===== src/rtl/core/bap_pkg.sv =====
// Shared types and constants of the 2x2 box-average mosaic block.
package bap_pkg;

  localparam int PIX_W   = 8;
  localparam int COORD_W = 9;
  localparam int CFG_W   = 10;
  localparam int SUM_W   = PIX_W + 1;
  localparam int QDEPTH  = 4;
  localparam int QPTR_W  = $clog2(QDEPTH);

  // Register indexes on the configuration port.
  localparam logic REG_IMAGE_WIDTH  = 1'b0;
  localparam logic REG_IMAGE_HEIGHT = 1'b1;

  // Beat of a four-result burst that carries the last flag.
  localparam logic [1:0] LAST_BEAT = 2'd3;

  // One finished block: its average and the coordinates of its lower-right pixel.
  typedef struct packed {
    logic [PIX_W-1:0]   avg;
    logic [COORD_W-1:0] row;
    logic [COORD_W-1:0] col;
  } blk_job_t;

endpackage


===== src/rtl/core/bap_ram.sv =====
// Generic single-write, single-read RAM with registered read data.
module bap_ram #(
  parameter int WIDTH = 9,
  parameter int DEPTH = 256
) (
  input  logic                                     clk,
  input  logic                                     we,
  input  logic [(DEPTH > 1 ? $clog2(DEPTH) : 1)-1:0] waddr,
  input  logic [WIDTH-1:0]                         wdata,
  input  logic                                     re,
  input  logic [(DEPTH > 1 ? $clog2(DEPTH) : 1)-1:0] raddr,
  output logic [WIDTH-1:0]                         rdata
);

  logic [WIDTH-1:0] mem_r [DEPTH];
  logic [WIDTH-1:0] rdata_r;

  always_ff @(posedge clk) begin
    if (we) begin
      mem_r[waddr] <= wdata;
    end
    if (re) begin
      rdata_r <= mem_r[raddr];
    end
  end

  assign rdata = rdata_r;

endmodule


===== src/rtl/core/bap_front.sv =====
// Front end: raster counters, pair sums, line store and block-sum stage.
module bap_front #(
  parameter int MAX_WIDTH  = 512,
  parameter int MAX_HEIGHT = 512
) (
  input  logic                       clk,
  input  logic                       rst_n,
  input  logic                       in_valid,
  input  logic [bap_pkg::PIX_W-1:0]  in_pixel,
  output logic                       in_stall,
  input  logic [bap_pkg::CFG_W-1:0]  cfg_width,
  input  logic [bap_pkg::CFG_W-1:0]  cfg_height,
  output logic                       push,
  output bap_pkg::blk_job_t          job,
  input  logic                       full
);

  localparam int CW    = $clog2(MAX_WIDTH) + 1;
  localparam int RW    = $clog2(MAX_HEIGHT) + 1;
  localparam int WW    = (CW > bap_pkg::CFG_W) ? CW : bap_pkg::CFG_W;
  localparam int HW    = (RW > bap_pkg::CFG_W) ? RW : bap_pkg::CFG_W;
  localparam int DEPTH = MAX_WIDTH / 2;
  localparam int AW    = (DEPTH > 1) ? $clog2(DEPTH) : 1;

  logic [CW-1:0]                col_r, col_nxt;
  logic [RW-1:0]                row_r, row_nxt;
  logic [bap_pkg::PIX_W-1:0]    left_r, left_nxt;
  logic                         s_valid_r, s_valid_nxt;
  logic [bap_pkg::SUM_W-1:0]    s_sum_r, s_sum_nxt;
  logic [bap_pkg::COORD_W-1:0]  s_row_r, s_row_nxt;
  logic [bap_pkg::COORD_W-1:0]  s_col_r, s_col_nxt;

  logic [WW-1:0]               w_eff, wcut;
  logic [HW-1:0]               h_eff, hcut;
  logic                        accept, in_range, pair_end, is_blk;
  logic                        ram_we, ram_re;
  logic [AW-1:0]               ram_addr;
  logic [bap_pkg::SUM_W-1:0]   pair_sum, line_sum;
  logic [bap_pkg::SUM_W:0]     blk_sum;
  logic [CW-1:0]               col_inc;
  logic [RW-1:0]               row_inc;

  // Out-of-range sizes clamp to 2..MAX.
  always_comb begin
    if (WW'(cfg_width) < WW'(2)) begin
      w_eff = WW'(2);
    end else if (WW'(cfg_width) > WW'(MAX_WIDTH)) begin
      w_eff = WW'(MAX_WIDTH);
    end else begin
      w_eff = WW'(cfg_width);
    end
    if (HW'(cfg_height) < HW'(2)) begin
      h_eff = HW'(2);
    end else if (HW'(cfg_height) > HW'(MAX_HEIGHT)) begin
      h_eff = HW'(MAX_HEIGHT);
    end else begin
      h_eff = HW'(cfg_height);
    end
  end

  assign wcut = {w_eff[WW-1:1], 1'b0};
  assign hcut = {h_eff[HW-1:1], 1'b0};

  // A stuck block-sum stage holds the line store read data, so no new word enters.
  assign in_stall = s_valid_r && full;
  assign accept   = in_valid && !in_stall;
  assign push     = s_valid_r && !full;

  assign in_range = (WW'(col_r) < wcut) && (HW'(row_r) < hcut);
  assign pair_end = in_range && col_r[0];
  assign is_blk   = pair_end && row_r[0];
  assign pair_sum = {1'b0, left_r} + {1'b0, in_pixel};
  assign ram_addr = AW'(col_r >> 1);
  assign ram_we   = accept && pair_end && !row_r[0];
  assign ram_re   = accept && is_blk;
  assign col_inc  = col_r + 1'b1;
  assign row_inc  = row_r + 1'b1;

  bap_ram #(
    .WIDTH (bap_pkg::SUM_W),
    .DEPTH (DEPTH)
  ) u_line (
    .clk   (clk),
    .we    (ram_we),
    .waddr (ram_addr),
    .wdata (pair_sum),
    .re    (ram_re),
    .raddr (ram_addr),
    .rdata (line_sum)
  );

  always_comb begin
    col_nxt     = col_r;
    row_nxt     = row_r;
    left_nxt    = left_r;
    s_valid_nxt = s_valid_r && full;
    s_sum_nxt   = s_sum_r;
    s_row_nxt   = s_row_r;
    s_col_nxt   = s_col_r;
    if (accept) begin
      if (in_range && !col_r[0]) begin
        left_nxt = in_pixel;
      end
      if (is_blk) begin
        s_valid_nxt = 1'b1;
        s_sum_nxt   = pair_sum;
        s_row_nxt   = bap_pkg::COORD_W'(row_r);
        s_col_nxt   = bap_pkg::COORD_W'(col_r);
      end
      if (WW'(col_inc) >= w_eff) begin
        col_nxt = '0;
        row_nxt = (HW'(row_inc) >= h_eff) ? '0 : row_inc;
      end else begin
        col_nxt = col_inc;
      end
    end
  end

  always_ff @(posedge clk) begin
    if (!rst_n) begin
      col_r     <= '0;
      row_r     <= '0;
      left_r    <= '0;
      s_valid_r <= 1'b0;
    end else begin
      col_r     <= col_nxt;
      row_r     <= row_nxt;
      left_r    <= left_nxt;
      s_valid_r <= s_valid_nxt;
    end
    s_sum_r <= s_sum_nxt;
    s_row_r <= s_row_nxt;
    s_col_r <= s_col_nxt;
  end

  assign blk_sum = {1'b0, line_sum} + {1'b0, s_sum_r};
  assign job.avg = blk_sum[bap_pkg::SUM_W:2];
  assign job.row = s_row_r;
  assign job.col = s_col_r;

endmodule


===== src/rtl/core/bap_fifo.sv =====
// Short queue of finished blocks between the front end and the output sequencer.
module bap_fifo (
  input  logic              clk,
  input  logic              rst_n,
  input  logic              push,
  input  bap_pkg::blk_job_t push_job,
  output logic              full,
  input  logic              pop,
  output bap_pkg::blk_job_t head_job,
  output logic              empty
);

  bap_pkg::blk_job_t           slot_r [bap_pkg::QDEPTH];
  logic [bap_pkg::QPTR_W-1:0]  wptr_r, wptr_nxt;
  logic [bap_pkg::QPTR_W-1:0]  rptr_r, rptr_nxt;
  logic [bap_pkg::QPTR_W:0]    count_r, count_nxt;

  assign full     = (count_r == (bap_pkg::QPTR_W + 1)'(bap_pkg::QDEPTH));
  assign empty    = (count_r == '0);
  assign head_job = slot_r[rptr_r];

  always_comb begin
    wptr_nxt  = push ? wptr_r + 1'b1 : wptr_r;
    rptr_nxt  = pop ? rptr_r + 1'b1 : rptr_r;
    count_nxt = count_r;
    if (push && !pop) begin
      count_nxt = count_r + 1'b1;
    end else if (pop && !push) begin
      count_nxt = count_r - 1'b1;
    end
  end

  always_ff @(posedge clk) begin
    if (!rst_n) begin
      wptr_r  <= '0;
      rptr_r  <= '0;
      count_r <= '0;
    end else begin
      wptr_r  <= wptr_nxt;
      rptr_r  <= rptr_nxt;
      count_r <= count_nxt;
    end
    if (push) begin
      slot_r[wptr_r] <= push_job;
    end
  end

endmodule


===== src/rtl/core/bap_back.sv =====
// Back end: expands each block into four output words through an output register.
module bap_back (
  input  logic                         clk,
  input  logic                         rst_n,
  input  logic                         empty,
  input  bap_pkg::blk_job_t            head_job,
  output logic                         pop,
  output logic                         out_valid,
  input  logic                         out_stall,
  output logic [bap_pkg::PIX_W-1:0]    out_pixel_out,
  output logic [bap_pkg::COORD_W-1:0]  out_row,
  output logic [bap_pkg::COORD_W-1:0]  out_col,
  output logic                         out_block_last
);

  logic                         valid_r, valid_nxt;
  logic [1:0]                   beat_r, beat_nxt;
  logic [bap_pkg::PIX_W-1:0]    pix_r, pix_nxt;
  logic [bap_pkg::COORD_W-1:0]  row_r, row_nxt;
  logic [bap_pkg::COORD_W-1:0]  col_r, col_nxt;
  logic                         last_r, last_nxt;
  logic                         adv, load;

  assign adv  = !valid_r || !out_stall;
  assign load = adv && !empty;
  assign pop  = load && (beat_r == bap_pkg::LAST_BEAT);

  // Beats run upper-left, upper-right, lower-left, lower-right.
  always_comb begin
    valid_nxt = valid_r;
    beat_nxt  = beat_r;
    pix_nxt   = pix_r;
    row_nxt   = row_r;
    col_nxt   = col_r;
    last_nxt  = last_r;
    if (adv) begin
      valid_nxt = load;
    end
    if (load) begin
      beat_nxt = beat_r + 1'b1;
      pix_nxt  = head_job.avg;
      row_nxt  = beat_r[1] ? head_job.row : head_job.row - 1'b1;
      col_nxt  = beat_r[0] ? head_job.col : head_job.col - 1'b1;
      last_nxt = (beat_r == bap_pkg::LAST_BEAT);
    end
  end

  always_ff @(posedge clk) begin
    if (!rst_n) begin
      valid_r <= 1'b0;
      beat_r  <= '0;
    end else begin
      valid_r <= valid_nxt;
      beat_r  <= beat_nxt;
    end
    pix_r  <= pix_nxt;
    row_r  <= row_nxt;
    col_r  <= col_nxt;
    last_r <= last_nxt;
  end

  assign out_valid      = valid_r;
  assign out_pixel_out  = pix_r;
  assign out_row        = row_r;
  assign out_col        = col_r;
  assign out_block_last = last_r;

endmodule


===== src/rtl/core/block_average_pixelate_2x2.sv =====
// Top level of the 2x2 box-average mosaic block.
//
//   channel  | handshake              | payload
//   ---------+------------------------+------------------------------------------------
//   in       | in_valid / in_stall    | in_pixel_in
//   out      | out_valid / out_stall  | out_pixel_out, out_row, out_col, out_block_last
//   cfg      | APB psel/penable/write | image_width at 0x0, image_height at 0x4
//
// One pixel word can be taken every cycle while in_stall is low; each block on an
// odd row yields four output words at one per cycle while out_stall is low. The
// block sum leaves the line store in the cycle after the pixel, then waits in a
// four-entry queue. Reset clears counters, queue and output register; the line
// store is not cleared. in_stall rises only when the queue is full.
module block_average_pixelate_2x2 #(
  parameter int MAX_WIDTH  = 512,
  parameter int MAX_HEIGHT = 512
) (
  input  logic                         clk,
  input  logic                         rst_n,
  input  logic                         in_valid,
  input  logic [bap_pkg::PIX_W-1:0]    in_pixel_in,
  output logic                         in_stall,
  output logic                         out_valid,
  input  logic                         out_stall,
  output logic [bap_pkg::PIX_W-1:0]    out_pixel_out,
  output logic [bap_pkg::COORD_W-1:0]  out_row,
  output logic [bap_pkg::COORD_W-1:0]  out_col,
  output logic                         out_block_last,
  input  logic                         cfg_psel,
  input  logic                         cfg_penable,
  input  logic                         cfg_pwrite,
  input  logic [2:0]                   cfg_paddr,
  input  logic [31:0]                  cfg_pwdata,
  output logic [31:0]                  cfg_prdata,
  output logic                         cfg_pready
);

  logic [bap_pkg::CFG_W-1:0] width_r, width_nxt;
  logic [bap_pkg::CFG_W-1:0] height_r, height_nxt;
  logic                      cfg_wr;
  logic                      push, full, pop, empty;
  bap_pkg::blk_job_t         push_job, head_job;

  assign cfg_pready = 1'b1;
  assign cfg_wr     = cfg_psel && cfg_penable && cfg_pwrite && cfg_pready;

  always_comb begin
    width_nxt  = width_r;
    height_nxt = height_r;
    if (cfg_wr) begin
      case (cfg_paddr[2])
        bap_pkg::REG_IMAGE_WIDTH:  width_nxt  = cfg_pwdata[bap_pkg::CFG_W-1:0];
        bap_pkg::REG_IMAGE_HEIGHT: height_nxt = cfg_pwdata[bap_pkg::CFG_W-1:0];
        default: ;
      endcase
    end
  end

  always_comb begin
    case (cfg_paddr[2])
      bap_pkg::REG_IMAGE_WIDTH:  cfg_prdata = 32'(width_r);
      bap_pkg::REG_IMAGE_HEIGHT: cfg_prdata = 32'(height_r);
      default:                   cfg_prdata = '0;
    endcase
  end

  always_ff @(posedge clk) begin
    if (!rst_n) begin
      width_r  <= bap_pkg::CFG_W'(512);
      height_r <= bap_pkg::CFG_W'(512);
    end else begin
      width_r  <= width_nxt;
      height_r <= height_nxt;
    end
  end

  bap_front #(
    .MAX_WIDTH  (MAX_WIDTH),
    .MAX_HEIGHT (MAX_HEIGHT)
  ) u_front (
    .clk        (clk),
    .rst_n      (rst_n),
    .in_valid   (in_valid),
    .in_pixel   (in_pixel_in),
    .in_stall   (in_stall),
    .cfg_width  (width_r),
    .cfg_height (height_r),
    .push       (push),
    .job        (push_job),
    .full       (full)
  );

  bap_fifo u_fifo (
    .clk      (clk),
    .rst_n    (rst_n),
    .push     (push),
    .push_job (push_job),
    .full     (full),
    .pop      (pop),
    .head_job (head_job),
    .empty    (empty)
  );

  bap_back u_back (
    .clk            (clk),
    .rst_n          (rst_n),
    .empty          (empty),
    .head_job       (head_job),
    .pop            (pop),
    .out_valid      (out_valid),
    .out_stall      (out_stall),
    .out_pixel_out  (out_pixel_out),
    .out_row        (out_row),
    .out_col        (out_col),
    .out_block_last (out_block_last)
  );

endmodule


===== config.mk =====
export PLATFORM = sky130hd
export DESIGN_NAME = block_average_pixelate_2x2
export DESIGN_NICKNAME = d
export VERILOG_FILES = /design/src/rtl/core/bap_pkg.sv /design/src/rtl/core/bap_ram.sv /design/src/rtl/core/bap_front.sv /design/src/rtl/core/bap_fifo.sv /design/src/rtl/core/bap_back.sv /design/src/rtl/core/block_average_pixelate_2x2.sv
export SDC_FILE = /design/constraint.sdc
export NUM_CORES = 2
export LEC_CHECK = 0
export BUFFER_PORTS_ARGS = -buffer_cell sky130_fd_sc_hd__buf_2
export CORE_ASPECT_RATIO = 0.5
export CORE_MARGIN = 4
export CORE_UTILIZATION = 45
export CTS_BUF_LIST = sky130_fd_sc_hd__clkbuf_8
export DETAILED_ROUTE_END_ITERATION = 8
export MAX_ROUTING_LAYER = met4
export PLACE_DENSITY_LB_ADDON = 0.08
export SYNTH_ARGS = -nofsm -noshare
export SYNTH_HDL_FRONTEND = slang
export SYNTH_SLANG_ARGS = --single-unit

===== constraint.sdc =====
create_clock -name clk -period 14.7 [get_ports clk]
set_input_delay 2.94 -clock clk [delete_from_list [all_inputs] [get_ports clk]]
set_output_delay 2.94 -clock clk [all_outputs]
set_load 0.05 [all_outputs]

==> qor.txt <==
Tot GR Track Use = 23.9%
R2R setup slack = 8.54 ns
Hold Violations, Final = 0
# rows = 121
post-CTS setup buffers = 0
post-route ant nets = 0
CTS H-Tree Depth = 5
final critical-path required period = 6.75 ns
wire length after detailed routing = 267 mm
Peak VDD IR = 0.0000812 V
vias in the first global route = 49400
Pre-antenna DRT Iters = 7
register area share after synthesis = 75.7%
Cell Int Power = 10.9 mW
ys flop type = edfxtp_1
P_sw = 3.35 mW
CTS tree = built
Slew Limit Headroom = 17.5%
initial antenna violation count = 24
fin crit share = 45.9%
Worst Skew = 0.0614 ns
Post-CTS Hold Fix Bufs = 0
Critical Path Fanout Max = 14
r2r startpoint = u_front.col_r[1]
fmax = 0.148 GHz
crit path DAT = 3.81 ns
hold_sp = u_front.left_r[6]
# resized after CTS = 0
DR vias = 48600
RePlAce Congestion = 0.852
largest net degree at the start of global routing = 179
CTS Buf Count = 369
Worst path most repeated cell = buf_2
Post-synth EDFFs = 2471
critical path cell sequence = buf_2, mux2_2, buf_2
CP peak stage delay = 0.39 ns
Pleak = 33.1 nW
max-slew violation count = 0
Initial DRC Count = 6082
Critical Path RT = 11.76 ns
Die Wd = 673 um
Final nets = 5015
switching part of the total = 23.6%
CP endpoint kind = output pin
HP Class = reg -> reg
RR Endpoint = u_front.u_line.rdata[8]
Syn Area/Cell = 21.5 sq um
post-DR wirelength/cell = 32.8 um
clk root buf = clkbuf_8
Layout area overhead = 9.90%
final worst slack = 7.95 ns
Synth Cell Area = 0.0996 sq mm
Max Cap Violations = 0
clock power share = 35.8%
clk_lat worst skew = 0.97 ns
first-pass GRT wire length = 377 mm
Worst-path clk slew = 0.06 ns
R2R depth = 9
final setup fails = 0
Combinational Power Share = 6.2%
CTS sink cnt = 2532
WS Path Type = in -> out
Least-Margin Pin Slew = 1.23 ns
Remaining DRCs = 0
die footprint = 0.229 sq mm
DP Worst Slack = 7.42 ns
Clock Path Buffers = 4
flops & latches, synth = 2532
RSZ-0062 raised after global routing = no
PortBufs = 64
Async SR Flop Fraction = 0%
Starting Density = 45.5%
Worst setup SP type = input port
DP Wirelength = 158 mm
post-synthesis cell type count = 70
Core Area = 0.219 sq mm
I/O pins = 112
Reg power frac = 57.9%
DIE HEIGHT = 341 um
Cell Pwr Density = 130 mW/mm^2
share of cells above drive strength 1 = 25.4%
hold path cells = 2
Avg Vias per Cell = 5.97
Hold EP = u_front.left_r[6]
GRT overflow = 0
outcome = finished clean
slowest CP cell = mux2_2
Cells after Synth = 4629
yosys warns = 0
setup TNS = 0 ns
## worst max-delay path: cells and delay by family
kind / cells / cell delay (ns)
buffers and inverters: 2 / 0.48
muxes: 1 / 0.39
## cell families (layout without fill, tap and decap cells)
family | after synthesis | after routing | synth area share, %
other cells | 2 | 29 | 0.00754
compound gates | 245 | 245 | 1.75
simple gates | 639 | 639 | 3.10
buf+inv | 296 | 817 | 1.63
flops | 2532 | 2532 | 75.7
fa+ha+maj | 64 | 64 | 0.819
mux | 793 | 793 | 16.5
xor+xnor | 58 | 58 | 0.510
## cell type report
class,instances,area (sq um)
Clock inverter,267,1180
Fill cell,17700,109000
Timing Repair Buffer,157,1160
Tap cell,2952,3690
Inverter,19,78.8
Multi-Input combinational cell,1822,22800
Antenna cell,6,15.0
Sequential cell,2532,75400
Clock buffer,374,5150
## state kept, by name (all words and copies together) (netlist names), 9 cells and up, named ones only
signal,flops
height_r,10
u_back.out_col,9
u_back.out_row,9
u_fifo.slot_r,104
u_front.col_r,10
u_front.row_r,10
u_front.s_col_r,9
u_front.s_row_r,9
u_front.s_sum_r,9
u_front.u_line.mem_r,2304
u_front.u_line.rdata,9
width_r,10
## per-layer routing
layer	global-route usage (%)	vias up	part of all wire (%)
li1	-	19800	-
met1	35.3	26400	44
met3	5.36	359	9.0
met5	-	-	0
met2	34.4	1991	45
met4	4.84	0	1.8
## placed cells by master, fill, tap and decap left out, types with 8 or more instances in the layout
cell / n
edfxtp_1: 2471
mux4_2: 677
clkbuf_8: 374
nor2_1: 297
inv_1: 152
nand2_1: 140
mux2i_1: 101
clkinv_1: 93
buf_4: 82
buf_2: 64
ha_1: 61
dfxtp_1: 54
o22ai_1: 39
nand3_1: 35
a21oi_1: 32
xnor2_1: 31
o21ai_0: 26
a22oi_1: 24
conb_1: 23
xor2_1: 22
clkinv_2: 22
a21boi_0: 21
nor3_1: 20
nor2b_1: 20
nand2b_1: 18
a22o_1: 17
a221oi_1: 16
mux2_2: 15
nand4_1: 15
and3_1: 14
and2_1: 14
or3_1: 12
nand3_4: 12
o21a_1: 11
buf_12: 11
clkinvlp_4: 8
## synth_stat cells (7+ instances only)
cell type	count	area share [%]
buf_6	33	0.37
o21ai_0	26	0.13
edfxtp_1	2471	74
xor2_1	23	0.20
buf_4	51	0.38
xnor2_1	35	0.31
inv_1	19	0.072
nand2b_1	18	0.11
nand3_4	12	0.21
a22oi_1	24	0.18
o22ai_1	39	0.24
ha_1	62	0.78
mux4_2	677	15
o21a_1	11	0.083
mux2i_1	101	1.0
o32ai_1	7	0.062
a21boi_0	21	0.16
buf_1	25	0.094
mux2_2	15	0.17
a22o_1	17	0.15
buf_2	61	0.31
clkbuf_1	107	0.40
dfxtp_1	61	1.2
nand2_1	140	0.53
and3_1	15	0.094
and2_1	14	0.088
nor2_1	299	1.1
nand4_1	15	0.094
nor2b_1	22	0.14
a221oi_1	16	0.14
nor3_1	20	0.10
nand3_1	35	0.18
a21oi_1	33	0.17
or3_1	12	0.075
## how the worst max path moves through the flow
stage | start | end | slack [ns] | cells after the start
final | cfg_paddr[2] | cfg_prdata[5] | 7.95 | 3
after global routing | cfg_paddr[2] | cfg_prdata[6] | 7.92 | 3
after CTS | cfg_paddr[2] | cfg_prdata[5] | 7.95 | 3
after detailed placement | in_pixel_in[0] | u_front.u_line.mem_r[76][6] | 7.42 | 13
after global placement | in_pixel_in[0] | u_front.u_line.mem_r[76][6] | 7.56 | 13
after floorplan | in_pixel_in[0] | u_front.s_sum_r[6] | 1.66 | 9
## per-stage QoR
stage	power, mW	cell area, sq um	util, %	instances	hold WS, ns
2_1_floorplan	9.03	99700	-	4650	0.429
3_3_place_gp	9.24	103000	47.1	7482	0.447
3_5_place_dp	9.28	103000	47.1	7482	0.457
4_1_cts	14.3	109000	50.0	8123	0.468
5_1_grt	14.7	109000	50.0	8127	0.497
6_report	14.2	109000	50.0	8129	0.473
## power by group through the flow
stage	Clock [mW]	Combinational [mW]	Sequential, mW
after floorplan	0	0.516	8.52
after global placement	0	0.864	8.38
after CTS	5.21	0.900	8.23
after global routing	5.56	0.948	8.22
final	5.09	0.885	8.23
after detailed placement	0	0.900	8.38
No activity file was read; power rests on OpenSTA's default activity.
